==> src/hdl/lszp_pkg.sv <==
// ----------------------------------------------------------------------------
// lszp_pkg
// Shared constants, types and helpers of the line sort and zigzag placer.
// ----------------------------------------------------------------------------
package lszp_pkg;

  localparam int LINE_MAX = 64;
  localparam int SAMPLE_W = 32;
  localparam int IDX_W    = $clog2(LINE_MAX);
  localparam int CNT_W    = $clog2(LINE_MAX + 1);

  localparam logic [CNT_W-1:0] LEN_RESET = CNT_W'(LINE_MAX);
  localparam logic [CNT_W-1:0] LEN_MAX   = CNT_W'(LINE_MAX);
  localparam logic [CNT_W-1:0] LEN_MIN   = CNT_W'(1);

  typedef struct packed {
    logic load;   // insert the offered sample into the sorted cells
    logic shift;  // move every cell one place toward cell zero
  } cmd_t;

  typedef struct packed {
    logic             line_done;  // the offered sample completes the line
    logic [CNT_W-1:0] len;        // effective line length, 1 to LINE_MAX
  } status_t;

  // Flipping the sign bit gives an unsigned key with two's complement order.
  function automatic logic [SAMPLE_W-1:0] order_key(input logic [SAMPLE_W-1:0] v);
    order_key = {~v[SAMPLE_W-1], v[SAMPLE_W-2:0]};
  endfunction

endpackage

==> src/hdl/lszp_ctrl.sv <==
// ----------------------------------------------------------------------------
// lszp_ctrl
// Load and unload sequencer: counts the rank of each result and derives its
// destination position and end of line mark.
// ----------------------------------------------------------------------------
module lszp_ctrl (
  input  logic                       clk,
  input  logic                       rst,
  input  logic                       start,
  output logic                       busy,
  input  lszp_pkg::status_t          status,
  output lszp_pkg::cmd_t             cmd,
  output logic                       strobe,
  output logic [lszp_pkg::IDX_W-1:0] position,
  output logic                       end_of_line
);
  import lszp_pkg::*;

  localparam logic ST_IDLE = 1'b0;
  localparam logic ST_EMIT = 1'b1;

  logic             state;
  logic             state_next;
  logic [IDX_W-1:0] rank;
  logic [IDX_W-1:0] rank_next;
  logic [CNT_W-1:0] half;
  logic [CNT_W-1:0] far_pos;
  logic             last_rank;

  assign busy      = (state == ST_EMIT);
  assign cmd.load  = start && !busy;
  assign cmd.shift = busy;
  assign strobe    = busy;

  assign half        = {1'b0, rank} >> 1;
  assign far_pos     = status.len - CNT_W'(1) - half;
  assign last_rank   = ({1'b0, rank} == status.len - CNT_W'(1));
  // Odd ranks fill from the left, even ranks from the right.
  assign position    = rank[0] ? half[IDX_W-1:0] : far_pos[IDX_W-1:0];
  assign end_of_line = busy && last_rank;

  always_comb begin
    state_next = state;
    rank_next  = rank;
    unique case (state)
      ST_IDLE: begin
        if (cmd.load && status.line_done) begin
          state_next = ST_EMIT;
          rank_next  = '0;
        end
      end
      ST_EMIT: begin
        rank_next = rank + IDX_W'(1);
        if (last_rank) begin
          state_next = ST_IDLE;
        end
      end
      default: state_next = ST_IDLE;
    endcase
  end

  always_ff @(posedge clk) begin
    if (rst) begin
      state <= ST_IDLE;
      rank  <= '0;
    end else begin
      state <= state_next;
      rank  <= rank_next;
    end
  end

  a_emit_after_line: assert property (@(posedge clk) disable iff (rst)
    (cmd.load && status.line_done) |=> (strobe && rank == '0))
    else $error("line completion not followed by first result");

  a_rank_in_line: assert property (@(posedge clk) disable iff (rst)
    strobe |-> ({1'b0, rank} < status.len))
    else $error("result rank beyond line length");

  a_eol_ends_burst: assert property (@(posedge clk) disable iff (rst)
    end_of_line |=> !strobe)
    else $error("result after end of line");

  a_no_load_busy: assert property (@(posedge clk) disable iff (rst)
    busy |-> !cmd.load)
    else $error("sample loaded while unloading");

endmodule

==> config.mk <==
export PLATFORM = sky130hd
export DESIGN_NAME = lszp_ctrl
export DESIGN_NICKNAME = d
export VERILOG_FILES = /design/src/hdl/lszp_pkg.sv /design/src/hdl/lszp_ctrl.sv
export SDC_FILE = /design/constraint.sdc
export NUM_CORES = 1
export LEC_CHECK = 0
export BUFFER_PORTS_ARGS = -buffer_cell sky130_fd_sc_hd__buf_2
export CORE_MARGIN = 8
export CORE_UTILIZATION = 51
export DETAILED_ROUTE_END_ITERATION = 10
export GPL_ROUTABILITY_DRIVEN = 1
export HOLD_SLACK_MARGIN = 0.02
export PLACE_DENSITY = 0.77
export SLEW_MARGIN = 5
export SYNTH_ARGS = -nofsm -noshare
export SYNTH_HDL_FRONTEND = slang
export SYNTH_SLANG_ARGS = --single-unit
==> constraint.sdc <==
create_clock -name clk -period 2.78 [get_ports clk]
set_input_delay 0.417 -clock clk [delete_from_list [all_inputs] [get_ports clk]]
set_output_delay 0.417 -clock clk [all_outputs]
set_load 0.05 [all_outputs]
; Word level (Yosys, flattened, before mapping)
; Index checks and enable logic that the tools add are counted.
; W data, S select, Z words.
[word_totals]
elab_cells = 18
ff_bits = 7
out_inout_bits = 11
inputBits = 11
[op_classes]
addsub = 3
n_reduce_logical = 4
bitwise_logic = 1
mux = 6
eq_ne = 2
[op_table]
columns = op, n
row1 = $mux W6, 2
row2 = $pmux W6 S2, 1
row3 = $eq A6 B7 Y1, 1
row4 = $sub A7 B1 Y7 const B, 1
row5 = $add A6 B1 Y6 const B, 1
row6 = $sub A6 B5 Y6, 1
row7 = $logic_and A1 B1 Y1, 3
row8 = $mux W1, 2
row9 = $ne A2 B2 Y1 const B, 1
row10 = $pmux W1 S2, 1
row11 = $logic_not A1 Y1, 1
row12 = $not A1 Y1, 1

; Depth between registers and ports, before layout
[logic_depth]
word_depth = 5
ltp_mapped = 10
mapped_depth_nobuf = 10

; Least setup slack after synthesis
; No wires, ideal clock.
[synth_path]
kind = input-to-output
from = in status[0] (netlist bit)
to = out position[5] (netlist bit)
path_stages = 10
arrival_time_ns = 2.955
setup_slack_ns = -0.592
path_buffers = 0
t_required_ns = 2.363
path_cell_list = inv_1 -> ha_1 -> xnor2_1 -> inv_1 -> ha_1 -> o21a_1 -> o31a_1 -> o21ai_0 -> a21boi_0 -> nor3_1
[synth_via]
elab_chain_cells = 3
[synth_lines]
columns = element, line
row1 = "start, declared", lszp_ctrl.sv:11  ; input lszp_pkg::status_t status,
row2 = $sub A7 B1 Y7, --
row3 = $sub A6 B5 Y6, lszp_ctrl.sv:36  ; assign far_pos = status.len - CNT_W'(1) - half;
row4 = $mux W6, lszp_ctrl.sv:39  ; assign position = rank[0] ? half[IDX_W-1:0] : far_pos[IDX_W-1:0];
row5 = "end, declared", lszp_ctrl.sv:14  ; output logic [lszp_pkg::IDX_W-1:0] position,
; Every way passes these cells.

; Worst setup path in the final report
; Same ends and word-level chain as after synthesis.

==> flow_metrics.py <==
metrics = {
    "outcome": {
        "outcome": "finished clean",
    },
    "worst_setup_path": {
        "cp_slowest_cell": "ha_1",
        "crit_chain": "buf_2 > buf_4 > nor3_4 > xnor2_2 > inv_1 > ha_1 > o21a_1 > o31a_1 > o21ai_2 > nor3b_2 > nor3_2 > buf_6",
        "crit_type": "input port to output port",
        "worst_ep_required_time_ps": 2360,
        "slowest_delay_ps": 300,
        "worstPathArrival_ps": 2360,
        "critPathLaunchType": "input port",
        "cp_num_buf_inv": 4,
        "crit_path_end_kind": "output port",
        "crit_family": "simple AND/OR/NAND/NOR gates",
        "cp_max_fo": 3,
    },
    "grt": {
        "grt_antenna_before_repair": 0,
        "grt_pass1_vias": 826,
        "grt_pass1_wl_mm": 3.60,
        "grt_usage_pct": 13.5,
        "grt-ovfl-total": 0,
        "grt_max_degree": 14,
    },
    "yosys": {
        "synth-edff-count": 0,
        "synthTopCellsByArea": "dfxtp_1 17%, ha_1 11%, xnor2_1 9.7%, inv_1 5.5%, a21oi_1 4.3%",
        "ys_ff_latch": 7,
        "synth-xor-area-share_pct": 16.0,
        "synth_top_family_by_area": "simple AND/OR/NAND/NOR gates",
        "ys.flop_type": "dfxtp_1",
        "synthesis.area_um2": 816,
        "synth_top_area_share_pct": 17.2,
        "synthCells": 103,
        "yosys-mux-area-fraction_pct": 3.83,
        "synth_area_leader_cell": "dfxtp_1",
        "ys_seq_area_share_pct": 17.2,
        "synth.avg_cell_area_um2": 7.92,
        "synthSimpleGateAreaFrac_pct": 21.8,
        "synthAdderAreaFrac_pct": 13.2,
        "synthArstFlopShare_pct": 0,
        "synth-compound-area-share_pct": 18.7,
        "syn_nets": 122,
        "yosysUniqueCellTypes": 39,
        "yosysWarnings": 0,
    },
    "clock_network": {
        "cts_tree": "built",
        "cts.sink_count": 7,
        "htree_levels": 1,
        "cts-buffers-inserted": 3,
        "cts_buffer_depth": 2,
        "path_clk_slew_ps": 50,
        "clk-insertion-delay-late_ps": 250,
        "clockRootBuffer": "clkbuf_4",
    },
    "timing": {
        "setup_ws_ps": 1.48,
        "period_needed_ps": 2780,
        "setup_violations": 0,
        "finalSetupTns_ps": 0,
        "worst_pin_slew_ps": 376,
        "finalMaxSlewViolations": 0,
        "slew_headroom_pct": 74.9,
        "timing.fmax_ghz": 0.360,
        "final.setup_skew_ps": 5.81,
        "hold_viol": 0,
        "fin_crit_sh_pct": 99.9,
    },
    "floorplanning": {
        "die_w_um": 56.0,
        "row_count": 14,
        "coreArea_mm2": 0.00151,
        "start_util_pct": 54.2,
        "io_pins": 22,
        "die-area_mm2": 0.00314,
        "die_y_um": 56.0,
    },
    "drt": {
        "drt-total-wl_mm": 2.38,
        "post_drt_wl_per_cell_um": 15.7,
        "first_pass_iters": 4,
        "dr_total_vias": 886,
        "vias_per_cell": 5.87,
        "drc": 0,
        "dr.first_iter.drc_count": 23,
        "ant_nets": 0,
    },
    "finish": {
        "area_growth_pct": 35.1,
        "antenna_cells": 0,
        "layout.nets": 155,
        "layout_common_cells": "19 x buf_2, 13 x buf_4, 12 x inv_1",
        "final_cell_area_mm2": 0.00110,
        "instances_no_fill": 151,
        "num-fill-cells": 124,
        "finish.utilization_pct": 73.2,
        "drive_gt1_share_pct": 38.5,
        "layout_commonest_cell": "buf_2",
    },
    "placed_design": {
        "port-buffer-count": 21,
        "dp_slack_ps": -87.8,
        "placed_cells": 144,
        "routabilityCongestion": 0.879,
        "dpl.hpwl_mm": 1.76,
        "placed_area_um2": 998,
    },
    "power_and_ir_drop": {
        "p_leak_nw": 0.462,
        "clkPwrFrac_pct": 21.5,
        "sequentialPowerShare_pct": 25.5,
        "netSwitchingFraction_pct": 42.5,
        "p_sw_mw": 0.178,
        "power.internal_mw": 0.242,
        "powerDensity_mw_per_mm2": 381,
        "power_frac_comb_pct": 53.0,
        "ir_drop_v": 0.000338,
    },
    "run": {
        "drv_cap": 0,
    },
    "hold_path": {
        "hold_path.class": "input port to flop",
    },
}
==> power groups by stage <==
| stage | Sequential [mW] | Combinational, mW | Clock (mW) |
|---|---|---|---|
| final | 0.107 | 0.223 | 0.0903 |
| after global placement | 0.109 | 0.196 | 0 |
| after CTS | 0.107 | 0.204 | 0.0936 |
| after global routing | 0.107 | 0.237 | 0.102 |
| after floorplan | 0.111 | 0.143 | 0 |
| after detailed placement | 0.109 | 0.200 | 0 |
==> worst paths after layout <==
check,startpoint,cells past startpoint,endpoint,slack (ps)
worst max-delay path,status[0],12,position[5],1
worst min-delay path,rst,2,rank[5]$_SDFFE_PP0P_,410
worst max register to register,rank[0]$_SDFFE_PP0P_,5,rank[4]$_SDFFE_PP0P_,1360
worst min register to register,rank[5]$_SDFFE_PP0P_,2,rank[5]$_SDFFE_PP0P_,570
==> synthesized netlist by cell type (all sizes together) (2+ instances only) <==
cell,n
mux2i,2
nor2b,2
buf,3
o21a,2
xor2,4
nand3b,2
nor3,4
clkbuf,3
dfxtp,7
o21ai,3
ha,7
inv,12
nand4,2
nand2,8
o31ai,2
nand3,5
nand2b,2
a21oi,7
xnor2,10
==> registers in the layout, indices dropped and copies added, names as in the netlist <==
register / flops
rank: 6
busy: 1
==> layer usage <==
| metal | global-route usage, % | wire (µm) |
|---|---|---|
| met4 | 4.12 | 51 |
| met2 | 21.6 | 1170 |
| met5 | 0 | 0 |
| met3 | 5.25 | 183 |
| met1 | 16.0 | 972 |
==> cell type report <==
cell class                 count  area, µm²  share of cell area, %
tap                           16       20.0                   1.82
sequential                     7        140                   12.7
clock buffer                   4       26.3                   2.38
timing repair buffer          34        211                   19.2
multi-input combinational     78        659                   59.8
inverter                      12       45.0                   4.09
==> through the flow <==
step,power (mW),hold WS [ps]
floorplan,0.254,486
global placement,0.305,530
detailed placement,0.309,559
CTS,0.404,409
global route,0.447,426
finish,0.420,412
==> what timing repair did <==
item / in CTS / in global routing
resized for setup: 3 / 9
endpoints found under the hold margin: 0 / 0
pin swaps: 0 / 3
setup buffers: 0 / 3
endpoints found under the setup margin: 1 / 2
hold buffers: 0 / 0
==> cell families after synthesis <==
family	after synthesis
xor gates and xnor gates	14
buffers and inverters	18
AOI/OAI and AO/OA	22
and+or+nand+nor	31
DFF	7
adders and majority gates	8
muxes	3
==> worst register-to-register path, cell delays in order (launching register included) <==
cell	delay, ps
dfxtp_1	350
buf_4	220
ha_1	230
nand4_1	180
nand2b_1	220
a21oi_1	150
No activity file was read; power rests on OpenSTA's default activity.
